==> src/sv/ttt_pkg.sv <==
package ttt_pkg;

    // queue between lexer and output side
    localparam int QDEPTH = 4;
    localparam int QAW    = $clog2(QDEPTH);
    localparam int CNT_W  = 3;

    // character codes
    localparam logic [7:0] CH_NL    = 8'h0A;
    localparam logic [7:0] CH_TAB   = 8'h09;
    localparam logic [7:0] CH_CR    = 8'h0D;
    localparam logic [7:0] CH_SP    = 8'h20;
    localparam logic [7:0] CH_SEMI  = 8'h3B;
    localparam logic [7:0] CH_AT    = 8'h40;
    localparam logic [7:0] CH_COMMA = 8'h2C;
    localparam logic [7:0] CH_UNDER = 8'h5F;
    localparam logic [7:0] CH_PIPE  = 8'h7C;
    localparam logic [7:0] CH_H     = 8'h68;

    typedef enum logic [2:0] {
        K_EOL    = 3'd0,
        K_EOF    = 3'd1,
        K_HEX    = 3'd2,
        K_IDENT  = 3'd3,
        K_NUMBER = 3'd4,
        K_AT     = 3'd5,
        K_ERROR  = 3'd6
    } t_kind;

    typedef enum logic [6:0] {
        M_IDLE    = 7'b0000001,
        M_COMMENT = 7'b0000010,
        M_IDENT   = 7'b0000100,
        M_NUMBER  = 7'b0001000,
        M_HEX     = 7'b0010000,
        M_HEX_H   = 7'b0100000,
        M_PIPE    = 7'b1000000
    } t_mode;

    typedef struct packed {
        logic [7:0] char_code;
        logic       end_of_input;
    } t_in_item;

    typedef struct packed {
        t_kind      token_kind;
        logic       payload_valid;
        logic [7:0] payload_char;
        logic       token_done;
        logic       last_result;
    } t_out_item;

    // one result without the per-item last flag
    typedef struct packed {
        t_kind      token_kind;
        logic       payload_valid;
        logic [7:0] payload_char;
        logic       token_done;
    } t_res;

    // all results of one item, as queued
    typedef struct packed {
        logic two;
        t_res res0;
        t_res res1;
    } t_bundle;

    function automatic logic is_digit(input logic [7:0] c);
        return (c >= 8'h30) && (c <= 8'h39);
    endfunction

    function automatic logic is_alpha(input logic [7:0] c);
        return ((c >= 8'h61) && (c <= 8'h7A)) || ((c >= 8'h41) && (c <= 8'h5A));
    endfunction

    function automatic logic is_hexdig(input logic [7:0] c);
        return is_digit(c) || ((c >= 8'h41) && (c <= 8'h46));
    endfunction

    function automatic t_res mk_res(input t_kind k, input logic v, input logic [7:0] c,
                                    input logic d);
        t_res r;
        r.token_kind    = k;
        r.payload_valid = v;
        r.payload_char  = v ? c : 8'h00;
        r.token_done    = d;
        return r;
    endfunction

endpackage

==> src/sv/ttt_front.sv <==
module ttt_front
    import ttt_pkg::*;
#(
    parameter int HEX_DIGITS = 4
) (
    input  logic     i_clk,
    input  logic     i_rst_n,
    input  logic     i_accept,
    input  t_in_item i_item,
    output logic     o_push,
    output t_bundle  o_bundle
);

    localparam bit ONE_DIGIT = (HEX_DIGITS <= 1);

    t_mode            r_mode, n_mode;
    logic [CNT_W-1:0] r_cnt, n_cnt;
    logic             r_ls, n_ls;

    // outcome of handling a character from idle
    logic             s_has;
    t_res             s_res;
    t_mode            s_mode;
    logic             s_cnt_wr;
    logic [CNT_W-1:0] s_cnt;
    logic             s_ls;

    logic [7:0]       c;
    logic [CNT_W:0]   cnt_inc;
    logic [1:0]       nres;
    t_res             res0, res1;

    assign c       = i_item.char_code;
    assign cnt_inc = {1'b0, r_cnt} + {{CNT_W{1'b0}}, 1'b1};

    always_comb begin
        s_has    = 1'b0;
        s_res    = mk_res(K_ERROR, 1'b0, 8'h00, 1'b1);
        s_mode   = M_IDLE;
        s_cnt_wr = 1'b0;
        s_cnt    = '0;
        s_ls     = r_ls;
        if (c == CH_SP || c == CH_TAB || c == CH_CR) begin
            s_has = 1'b0;
        end else if (c == CH_SEMI) begin
            s_mode = M_COMMENT;
        end else if (c == CH_NL) begin
            s_ls  = 1'b1;
            s_has = 1'b1;
            s_res = mk_res(K_EOL, 1'b0, 8'h00, 1'b1);
        end else if (r_ls) begin
            s_ls  = 1'b0;
            s_has = 1'b1;
            if (is_hexdig(c)) begin
                s_res    = mk_res(K_HEX, 1'b1, c, 1'b0);
                s_cnt_wr = 1'b1;
                if (ONE_DIGIT) begin
                    s_mode = M_HEX_H;
                    s_cnt  = '0;
                end else begin
                    s_mode = M_HEX;
                    s_cnt  = CNT_W'(1);
                end
            end
        end else if (is_alpha(c)) begin
            s_has  = 1'b1;
            s_res  = mk_res(K_IDENT, 1'b1, c, 1'b0);
            s_mode = M_IDENT;
        end else if (is_digit(c)) begin
            s_has  = 1'b1;
            s_res  = mk_res(K_NUMBER, 1'b1, c, 1'b0);
            s_mode = M_NUMBER;
        end else if (c == CH_AT) begin
            s_has = 1'b1;
            s_res = mk_res(K_AT, 1'b0, 8'h00, 1'b1);
        end else if (c == CH_COMMA || c == CH_UNDER) begin
            s_has = 1'b1;
            s_res = mk_res(K_IDENT, 1'b1, c, 1'b1);
        end else if (c == CH_PIPE) begin
            s_mode = M_PIPE;
        end else begin
            s_has = 1'b1;
        end
    end

    always_comb begin
        n_mode = r_mode;
        n_cnt  = r_cnt;
        n_ls   = r_ls;
        nres   = 2'd0;
        res0   = mk_res(K_ERROR, 1'b0, 8'h00, 1'b1);
        res1   = mk_res(K_EOF, 1'b0, 8'h00, 1'b1);
        if (i_item.end_of_input) begin
            n_mode = M_IDLE;
            n_cnt  = '0;
            case (r_mode)
                M_IDENT: begin
                    nres = 2'd2;
                    res0 = mk_res(K_IDENT, 1'b0, 8'h00, 1'b1);
                end
                M_NUMBER: begin
                    nres = 2'd2;
                    res0 = mk_res(K_NUMBER, 1'b0, 8'h00, 1'b1);
                end
                M_HEX, M_HEX_H, M_PIPE: begin
                    nres = 2'd2;
                end
                default: begin
                    nres = 2'd1;
                    res0 = mk_res(K_EOF, 1'b0, 8'h00, 1'b1);
                end
            endcase
        end else begin
            case (r_mode)
                M_COMMENT: begin
                    if (c == CH_NL) begin
                        n_mode = s_mode;
                        n_ls   = s_ls;
                        nres   = {1'b0, s_has};
                        res0   = s_res;
                    end
                end
                M_IDENT, M_NUMBER: begin
                    if (is_digit(c) || (r_mode == M_IDENT && is_alpha(c))) begin
                        nres = 2'd1;
                        res0 = mk_res((r_mode == M_IDENT) ? K_IDENT : K_NUMBER,
                                      1'b1, c, 1'b0);
                    end else begin
                        res0   = mk_res((r_mode == M_IDENT) ? K_IDENT : K_NUMBER,
                                        1'b0, 8'h00, 1'b1);
                        res1   = s_res;
                        nres   = s_has ? 2'd2 : 2'd1;
                        n_mode = s_mode;
                        n_ls   = s_ls;
                        if (s_cnt_wr) begin
                            n_cnt = s_cnt;
                        end
                    end
                end
                M_HEX: begin
                    nres = 2'd1;
                    if (is_hexdig(c)) begin
                        res0 = mk_res(K_HEX, 1'b1, c, 1'b0);
                        if (cnt_inc >= (CNT_W+1)'(HEX_DIGITS)) begin
                            n_mode = M_HEX_H;
                            n_cnt  = '0;
                        end else begin
                            n_cnt = cnt_inc[CNT_W-1:0];
                        end
                    end else begin
                        n_mode = M_IDLE;
                        n_cnt  = '0;
                    end
                end
                M_HEX_H: begin
                    nres   = 2'd1;
                    n_mode = M_IDLE;
                    n_cnt  = '0;
                    if (c == CH_H) begin
                        res0 = mk_res(K_HEX, 1'b0, 8'h00, 1'b1);
                    end
                end
                M_PIPE: begin
                    n_mode = M_IDLE;
                    if (c == CH_PIPE) begin
                        nres = 2'd2;
                        res0 = mk_res(K_IDENT, 1'b1, CH_PIPE, 1'b0);
                        res1 = mk_res(K_IDENT, 1'b1, CH_PIPE, 1'b1);
                    end else begin
                        nres = 2'd1;
                    end
                end
                default: begin
                    n_mode = s_mode;
                    n_ls   = s_ls;
                    nres   = {1'b0, s_has};
                    res0   = s_res;
                    if (s_cnt_wr) begin
                        n_cnt = s_cnt;
                    end
                end
            endcase
        end
    end

    assign o_push        = i_accept && (nres != 2'd0);
    assign o_bundle.two  = nres[1];
    assign o_bundle.res0 = res0;
    assign o_bundle.res1 = res1;

    always_ff @(posedge i_clk) begin
        if (!i_rst_n) begin
            r_mode <= M_IDLE;
            r_cnt  <= '0;
            r_ls   <= 1'b1;
        end else if (i_accept) begin
            r_mode <= n_mode;
            r_cnt  <= n_cnt;
            r_ls   <= n_ls;
        end
    end

    a_eof_pushed: assert property (@(posedge i_clk) disable iff (!i_rst_n)
        (i_accept && i_item.end_of_input) |-> o_push)
        else $error("end of input gave no result");

endmodule

==> src/sv/ttt_queue.sv <==
module ttt_queue
    import ttt_pkg::*;
(
    input  logic    i_clk,
    input  logic    i_rst_n,
    input  logic    i_wr,
    input  t_bundle i_wdata,
    input  logic    i_rd,
    output t_bundle o_rdata,
    output logic    o_full,
    output logic    o_empty
);

    t_bundle        r_mem [QDEPTH];
    logic [QAW-1:0] r_wptr, r_rptr;
    logic [QAW:0]   r_count;

    assign o_full  = (r_count == (QAW+1)'(QDEPTH));
    assign o_empty = (r_count == '0);
    assign o_rdata = r_mem[r_rptr];

    always_ff @(posedge i_clk) begin
        if (i_wr) begin
            r_mem[r_wptr] <= i_wdata;
        end
    end

    always_ff @(posedge i_clk) begin
        if (!i_rst_n) begin
            r_wptr  <= '0;
            r_rptr  <= '0;
            r_count <= '0;
        end else begin
            if (i_wr) begin
                r_wptr <= r_wptr + 1'b1;
            end
            if (i_rd) begin
                r_rptr <= r_rptr + 1'b1;
            end
            case ({i_wr, i_rd})
                2'b10:   r_count <= r_count + 1'b1;
                2'b01:   r_count <= r_count - 1'b1;
                default: r_count <= r_count;
            endcase
        end
    end

    a_no_overflow: assert property (@(posedge i_clk) disable iff (!i_rst_n)
        i_wr |-> !o_full)
        else $error("write into full queue");

    a_no_underflow: assert property (@(posedge i_clk) disable iff (!i_rst_n)
        i_rd |-> !o_empty)
        else $error("read from empty queue");

endmodule

==> src/sv/ttt_back.sv <==
module ttt_back
    import ttt_pkg::*;
(
    input  logic      i_clk,
    input  logic      i_rst_n,
    input  t_bundle   i_head,
    input  logic      i_head_valid,
    input  logic      i_pop,
    output logic      o_rd,
    output t_out_item o_item
);

    logic r_sub;
    t_res cur;
    logic take;

    assign cur  = r_sub ? i_head.res1 : i_head.res0;
    assign take = i_pop && i_head_valid;
    // entry retires on its last result
    assign o_rd = take && (r_sub || !i_head.two);

    assign o_item.token_kind    = cur.token_kind;
    assign o_item.payload_valid = cur.payload_valid;
    assign o_item.payload_char  = cur.payload_char;
    assign o_item.token_done    = cur.token_done;
    assign o_item.last_result   = r_sub || !i_head.two;

    always_ff @(posedge i_clk) begin
        if (!i_rst_n) begin
            r_sub <= 1'b0;
        end else if (take) begin
            r_sub <= !o_rd;
        end
    end

    a_sub_on_pair: assert property (@(posedge i_clk) disable iff (!i_rst_n)
        r_sub |-> (i_head_valid && i_head.two))
        else $error("second result selected without a paired entry");

    a_sub_clears: assert property (@(posedge i_clk) disable iff (!i_rst_n)
        (take && r_sub) |=> !r_sub)
        else $error("second result not retired");

endmodule

==> src/sv/table_text_tokenizer.sv <==
// table_text_tokenizer: streaming lexer for line-oriented table text
//
// input channel: one item per character (i_item.char_code) or an end mark
//   (i_item.end_of_input); an item is taken when push is high and full is low
// result channel: token events with payload characters streamed one per item;
//   the oldest result sits on o_item while empty is low and leaves on pop
// each input item yields zero, one or two results; last_result marks the
//   final one of an item
// an item's results are queued in the cycle it is taken, behind older entries
// throughput: one input item per cycle while full is low, limited by the
//   lexer state register loop; results leave at one per cycle while pop is
//   high, so items with two results halve the output-limited rate
// a four-entry queue separates the lexer from the output side, so a stalled
//   receiver only backs up into full once that queue is filled
// reset (synchronous, active low): lexer idle, at line start, queue empty
module table_text_tokenizer
    import ttt_pkg::*;
#(
    parameter int HEX_DIGITS = 4
) (
    input  logic      i_clk,
    input  logic      i_rst_n,
    input  logic      push,
    output logic      full,
    input  t_in_item  i_item,
    output logic      empty,
    input  logic      pop,
    output t_out_item o_item
);

    logic    accept;
    logic    q_wr, q_rd;
    t_bundle q_wdata, q_head;
    logic    q_empty;

    // an item enters the lexer whenever the queue has room
    assign accept = push && !full;

    // front: classify the character and build the item's results
    ttt_front #(
        .HEX_DIGITS (HEX_DIGITS)
    ) u_front (
        .i_clk    (i_clk),
        .i_rst_n  (i_rst_n),
        .i_accept (accept),
        .i_item   (i_item),
        .o_push   (q_wr),
        .o_bundle (q_wdata)
    );

    // one entry per item that produced results
    ttt_queue u_queue (
        .i_clk   (i_clk),
        .i_rst_n (i_rst_n),
        .i_wr    (q_wr),
        .i_wdata (q_wdata),
        .i_rd    (q_rd),
        .o_rdata (q_head),
        .o_full  (full),
        .o_empty (q_empty)
    );

    // back: hand out the entry's results one at a time
    ttt_back u_back (
        .i_clk        (i_clk),
        .i_rst_n      (i_rst_n),
        .i_head       (q_head),
        .i_head_valid (!q_empty),
        .i_pop        (pop),
        .o_rd         (q_rd),
        .o_item       (o_item)
    );

    assign empty = q_empty;

endmodule
==> config.mk <==
export PLATFORM = sky130hd
export DESIGN_NAME = table_text_tokenizer
export DESIGN_NICKNAME = d
export VERILOG_FILES = /design/src/sv/ttt_pkg.sv /design/src/sv/ttt_front.sv /design/src/sv/ttt_queue.sv /design/src/sv/ttt_back.sv /design/src/sv/table_text_tokenizer.sv
export SDC_FILE = /design/constraint.sdc
export NUM_CORES = 1
export LEC_CHECK = 0
export BUFFER_PORTS_ARGS = -buffer_cell sky130_fd_sc_hd__buf_2
export CAP_MARGIN = 5
export CORE_AREA = 4 4 140 142
export DETAILED_ROUTE_END_ITERATION = 12
export DIE_AREA = 0 0 144 146
export GPL_TIMING_DRIVEN = 0
export PLACE_DENSITY = 0.5
export RECOVER_POWER = 100
export SLEW_MARGIN = 25
export SYNTH_ARGS = -nofsm -noshare
export SYNTH_HDL_FRONTEND = slang
export SYNTH_SLANG_ARGS = --single-unit
export TNS_END_PERCENT = 50
==> constraint.sdc <==
create_clock -name i_clk -period 4.2 [get_ports i_clk]
set_clock_uncertainty 0.15 [all_clocks]
set_input_delay 0.21 -clock i_clk [delete_from_list [all_inputs] [get_ports i_clk]]
set_output_delay 0.21 -clock i_clk [all_outputs]
set_load 0.01 [all_outputs]
## After elaboration in Yosys (flattened, before gate mapping)

Memory sizes are Yosys's and may differ from the RTL's. A register that Yosys moved wholly into a read port is not among the register bits.
Index checks and enable logic that the tools add are counted.

| storage, ports and cells | value |
|---|---|
| output and inout port bits | 16 |
| flip-flop bits (word level) | 19 |
| RAM bits | 108 |
| memories | 1 |

| cells by class | value |
|---|---|
| bitwise logic cells | 2 |
| order comparisons | 8 |
| equality and inequality tests | 25 |
| mux-type cells | 81 |
| reduce and logical (&&, ||, !) cells | 32 |
| add/sub/neg operators | 5 |

Memories:

| name | words | bits a word | rd ports | clocked after Yosys merged registers in | write ports | line | RTL |
|---|---|---|---|---|---|---|---|
| u_queue.r_mem | 4 | 27 | 1 | 1 | 1 | ttt_queue.sv:14 | `t_bundle r_mem [QDEPTH];` |

Operators by type and width:

| cell | number |
|---|---|
| $mux 13 | 16 |
| $mux 7 | 14 |
| $pmux 13 s5 | 1 |
| $pmux 13 s3 | 1 |
| $eq 8x7->1 const B | 4 |
| $mux 3 | 10 |
| $pmux 7 s4 | 1 |
| $pmux 13 s2 | 1 |
| $eq 8x4->1 const B | 3 |
| $eq 8x6->1 const B | 3 |
| $le 8x7->1 const B | 3 |
| $mux 1 | 23 |
| $ge 8x7->1 const B | 2 |
| $mux 2 | 7 |
| $mux 12 | 1 |
| $pmux 3 s4 | 1 |
| $mux 10 | 1 |
| $logic_and 1x1->1 | 9 |
| $ge 8x6->1 const B | 1 |
| $le 8x6->1 const B | 1 |
| $pmux 2 s4 | 1 |
| $reduce_or 2->1 | 4 |
| $eq 7x2->1 const B | 1 |
| $eq 7x3->1 const B | 1 |
| other kinds (30) | 43 |

## Longest topological paths before layout

| depth | value |
|---|---|
| word-level depth | 18 |
| mapped depth | 15 |

## Cells and area by module

Synthesis repeated with hierarchy kept, for this count alone.

| second synthesis, totals | value |
|---|---|
| cells, all modules | 439 |
| area, all modules | 6312.3 sq um |

By module, submodules not included:

| module | cells an instance | times used | area an instance (sq um) |
|---|---|---|---|
| ttt_queue | 187 | 1 | 4394.2 |
| ttt_front | 229 | 1 | 1627.8 |
| ttt_back | 21 | 1 | 272.8 |
| table_text_tokenizer | 2 | 1 | 17.5 |

## Least setup slack after synthesis

Ideal clock, no wire load.

| timing | value |
|---|---|
| path kind | register to register |
| start point | register u_front.r_mode[4] |
| end point | register u_queue.r_count[2] |
| setup slack | 831 ps |
| required time | 3974 ps |
| cell stages (with the launch flop) | 14 |
| arrival time | 3144 ps |
| clock period less this slack | 3369 ps |
| cell sequence | dfxtp_1 clkbuf_1 or3b_1 o32ai_1 o21a_1 nor3_1 o41a_4 inv_1 ha_1 inv_1 fa_1 xor2_1 or3_1 a21boi_0 |

| between the ends | value |
|---|---|
| cells in the longest elaborated chain, start to end | 10 |
| elaborated cells between the ends (all ways) | 21 |

RTL lines:

| what | line | RTL |
|---|---|---|
| start: declaration | ttt_front.sv:16 | `t_mode r_mode, n_mode;` |
| start signal: assignment | ttt_front.sv:197 | `r_mode <= n_mode;` |
| $eq 7x3->1 | ttt_front.sv:96, ttt_front.sv:114, ttt_front.sv:124 |  |
| $logic_and 1x1->1 | ttt_front.sv:124 | `if (is_digit(c) \|\| (r_mode == M_IDENT && is_alpha(c))) begin` |
| $logic_or 1x1->1 | ttt_front.sv:124 |  |
| $mux 2 | ttt_front.sv:124 |  |
| $pmux 2 s4 | ttt_front.sv:114 | `case (r_mode)` |
| $mux 2 (*) | ttt_front.sv:93 | `if (i_item.end_of_input) begin` |
| $reduce_bool 2->1 (*) | ttt_front.sv:186 | `assign o_push = i_accept && (nres != 2'd0);` |
| $logic_and 1x1->1 (*) | ttt_front.sv:186 |  |
| $eq 2x1->1 / $eq 2x2->1 (equally long branches) | ttt_queue.sv:40 | `case ({i_wr, i_rd})` |
| $pmux 3 s2 / $reduce_bool 2->1 (equally long branches) | n/a |  |
| end signal: assignment | ttt_queue.sv:41 | `2'b10: r_count <= r_count + 1'b1;` |
| end signal: assignment | ttt_queue.sv:42 | `2'b01: r_count <= r_count - 1'b1;` |
| end signal: assignment | ttt_queue.sv:43 | `default: r_count <= r_count;` |
| end: declaration | ttt_queue.sv:16 | `logic [QAW:0] r_count;` |

Every way passes the cells marked *; elsewhere a longest branch is shown, timed or not.
A chain may end at the register's enable or synchronous reset.

## Worst setup path after layout

| timing | value |
|---|---|
| start point | register u_front.r_mode[5] |
| end point | memory u_queue.r_mem[0][19] (netlist bit) (enable) |

| between the ends | value |
|---|---|
| cells in the longest elaborated chain, start to end | 10 |
| elaborated cells between the ends (all ways) | 19 |

RTL lines:

| what | line | RTL |
|---|---|---|
| $eq 7x3->1 | ttt_front.sv:96, ttt_front.sv:114, ttt_front.sv:124 |  |
| $logic_and 1x1->1 | ttt_front.sv:124 |  |
| $logic_or 1x1->1 | ttt_front.sv:124 |  |
| $mux 2 | ttt_front.sv:124 |  |
| $pmux 2 s4 | ttt_front.sv:114 |  |
| $mux 2 (*) | ttt_front.sv:93 |  |
| $reduce_bool 2->1 (*) | ttt_front.sv:186 |  |
| $logic_and 1x1->1 (*) | ttt_front.sv:186 |  |
| $mux 1 (*) | ttt_queue.sv:23 | `if (i_wr) begin` |
| $mux 1 (implied by the code) (*) | ttt_queue.sv:24 | `r_mem[r_wptr] <= i_wdata;` |
| end: declaration | ttt_queue.sv:14 |  |

Marks and branches as above.

==> out/qor.txt <==
total routed wirelength: 13900 um
pwr dens: 515 mW/mm2
Post-CTS Setup Inserts: 0
Slew @ Worst Pin: 1.17 ns
Core ar.: 0.0185 mm2
clk buf depth: 2
# rows: 50
Final min period: 3.88 ns
# resized after CTS: 0
CTS H-Tree Depth: 4
maximum VDD drop: 0.301 mV
Ports: 29
flops & latches, synth: 129
simple-gate share of the synthesized area: 15.6%
largest net degree at the start of global routing: 21
Critical Path Max Stage Delay: 0.91 ns
dpl hpwl: 9890 um
YS warnings: 0
top cells by area, synth: edfxtp_1 (53%), mux4_2 (9.9%), dfxtp_1 (6.9%)
final worst slack: 0.324 ns
Worst Path Arrival: 3.85 ns
cts hold-fix bufs: 1
most common cell in the netlist: edfxtp_1
Fin. Hold Viols: 0
LEAKAGE: 2.49 nW
CTS clock-pin slew for the worst setup and hold paths: 0.06 ns
vias in the first global route: 3983
DR WL/cell: 18.1 um
crit path buf inv count: 2
global-route wire length before repair: 22200 um
Synth Area in Compound Gates: 8.80%
gr usage total: 13.9%
list of most frequent post-synthesis cells: edfxtp_1 (108), nand2_1 (69), mux4_2 (27)
Slew headroom: 21.7%
TNS Setup: 0 ns
CP max-delay cell: and2_0
mux contribution to synthesized area: 10.6%
synthesized cell area: 0.00612 mm2
kind of critical path: reg -> reg
Crit Path Max Fanout: 15
Die ar.: 0.0210 mm2
fin crit share: 92.3%
hold_ws: 0.00934 ns
largest family of logic cells by synthesized area: simple AND/OR/NAND/NOR gates
Post-synth EDFFs: 108
routability cong.: 0.877
Final nets: 541
Crit. End Element: register
CTS tree: yes
Worst Hold Class: in -> reg
register area share after synthesis: 59.8%
ys async rst share: 0%
initial antenna violation count: 0
outcome: finished, final reports clean
DR iter-0 viols: 239
worst-path cell chain: clkbuf_1 -> nor3_1 -> o211ai_1 -> a2111o_1 -> a21oi_1 -> o41a_4 -> and2_0 -> buf_16
endpoints failing setup: 0
routed vias: 3921
Distinct cells, synth: 70
Port Buffers: 26
Max Fclk: 258 MHz
Detail Route Antenna Nets: 0
area share of the largest cell type after synthesis: 53.0%
Yosys top cell by area: edfxtp_1
Setup WS pre-CTS: 0.430 ns
Die W: 144 um
top_reg_cell synth: edfxtp_1
number of remaining DRC errors: 0
Die H: 146 um
xor/xnor share of the synthesized area: 0.858%
area delta synth->final: 18.3%
delay-heaviest family, CP: simple AND/OR/NAND/NOR gates
drt first pass iters: 5
adder-cell share of the synthesized area: 1.55%
via/cell ratio: 5.11
Sink Count: 129
clock root cell: clkbuf_16
Max-Cap Viols: 0
worst skew pair latency: 0.41 ns
syn avg cell area: 13.2 um2
required time of the critical path: 4.17 ns
Setup crit start kind: register
share of cells above drive strength 1: 16.9%
Mapped Cells: 463
total gr overflow: 0
initial core utilization: 33.2%
RSZ-0062 raised after global routing: false
Antenna Cells: 0
final slew viol count: 0
CTS Buf Count: 17
-- through the flow --
step | util (%) | cell area [um2] | total power, mW | std cells
finish | 39.3 | 7250 | 3.73 | 768
floorplan | - | 6150 | 2.08 | 470
global route | 39.3 | 7250 | 3.93 | 768
global placement | 35.6 | 6570 | 2.31 | 730
CTS | 39.4 | 7270 | 3.80 | 767
detailed placement | 36.2 | 6680 | 2.35 | 734
-- path summary, 6_finish.rpt --
check | from | to | slack (ns) | cells past startpoint
worst min-delay path | pop | u_back.r_sub$_SDFFE_PN0P_ | 0.009 | 4
worst min register to register | u_front.r_cnt[2]$_SDFFE_PN0P_ | u_front.r_cnt[2]$_SDFFE_PN0P_ | 0.31 | 2
worst max register to register | u_front.r_mode[5]$_SDFFE_PN0P_ | u_queue.r_mem[0][19]$_DFFE_PP_ | 0.32 | 8
worst max-delay path | u_front.r_mode[5]$_SDFFE_PN0P_ | u_queue.r_mem[0][19]$_DFFE_PP_ | 0.32 | 8
-- worst register-to-register path: stages (launching register included) --
cell      delay (ns)
dfxtp_1         0.29
clkbuf_1        0.21
nor3_1          0.49
o211ai_1        0.32
a2111o_1        0.44
a21oi_1         0.26
o41a_4          0.25
and2_0          0.91
buf_16          0.25
-- flip-flops by register name, indices dropped and copies added, names as in the netlist, named ones only --
signal,cells
u_queue.r_mem,108
u_queue.r_wptr,2
u_front.r_ls,1
u_front.r_mode,7
u_queue.r_rptr,2
u_front.r_cnt,3
u_back.r_sub,1
u_queue.r_count,3
-- cell type report --
class / instances / area (um2)
plain buffers: 27 / 115
clock buffers: 17 / 425
clock inverters: 15 / 156
fillers: 1775 / 11200
inverters: 12 / 45.0
multi-input cells: 302 / 2310
flip-flops and latches: 129 / 3660
well taps: 234 / 293
repair buffers: 32 / 240
-- metal layers --
layer | share of wire [%] | track usage [%] | vias up
met5 | 0 | 0 | -
met4 | 1.2 | 3.95 | 0
met3 | 3.5 | 3.09 | 17
met2 | 49 | 21.9 | 85
met1 | 47 | 19.1 | 1938
li1 | - | - | 1881
-- cell families after synthesis --
group           count (synthesis)
compound gates                 68
xor+xnor                        6
fa+ha+maj                       7
buf+inv                        39
flops                         129
mux                            31
other cells                     1
simple gates                  182
-- power by group --
part | internal (mW) | total, mW | switching [mW]
Combinational | 0.329 | 0.759 | 0.429
Clock | 0.879 | 1.44 | 0.565
Sequential | 1.50 | 1.53 | 0.0332
Total | 2.71 | 3.73 | 1.03
-- cell usage in the layout, fill, tap and decap left out, types with 4 or more instances in the layout --
cell	instances
o21ai_0	8
edfxtp_1	108
ha_1	6
a21boi_0	6
nor2_1	19
a21oi_1	4
nor4b_1	4
conb_1	8
a31oi_1	5
dfxtp_1	21
buf_2	14
nor2b_1	9
a21o_1	7
clkinv_4	4
and2_0	17
o211ai_1	4
o311ai_0	4
nor3_1	9
mux4_2	27
xnor2_1	4
nand2_1	69
nand3_1	8
clkbuf_1	36
mux2i_1	4
nor4_1	5
nand4_1	6
nand2b_1	6
inv_6	5
inv_1	11
clkbuf_16	17
and2_1	5
No activity file was read; power rests on OpenSTA's default activity.
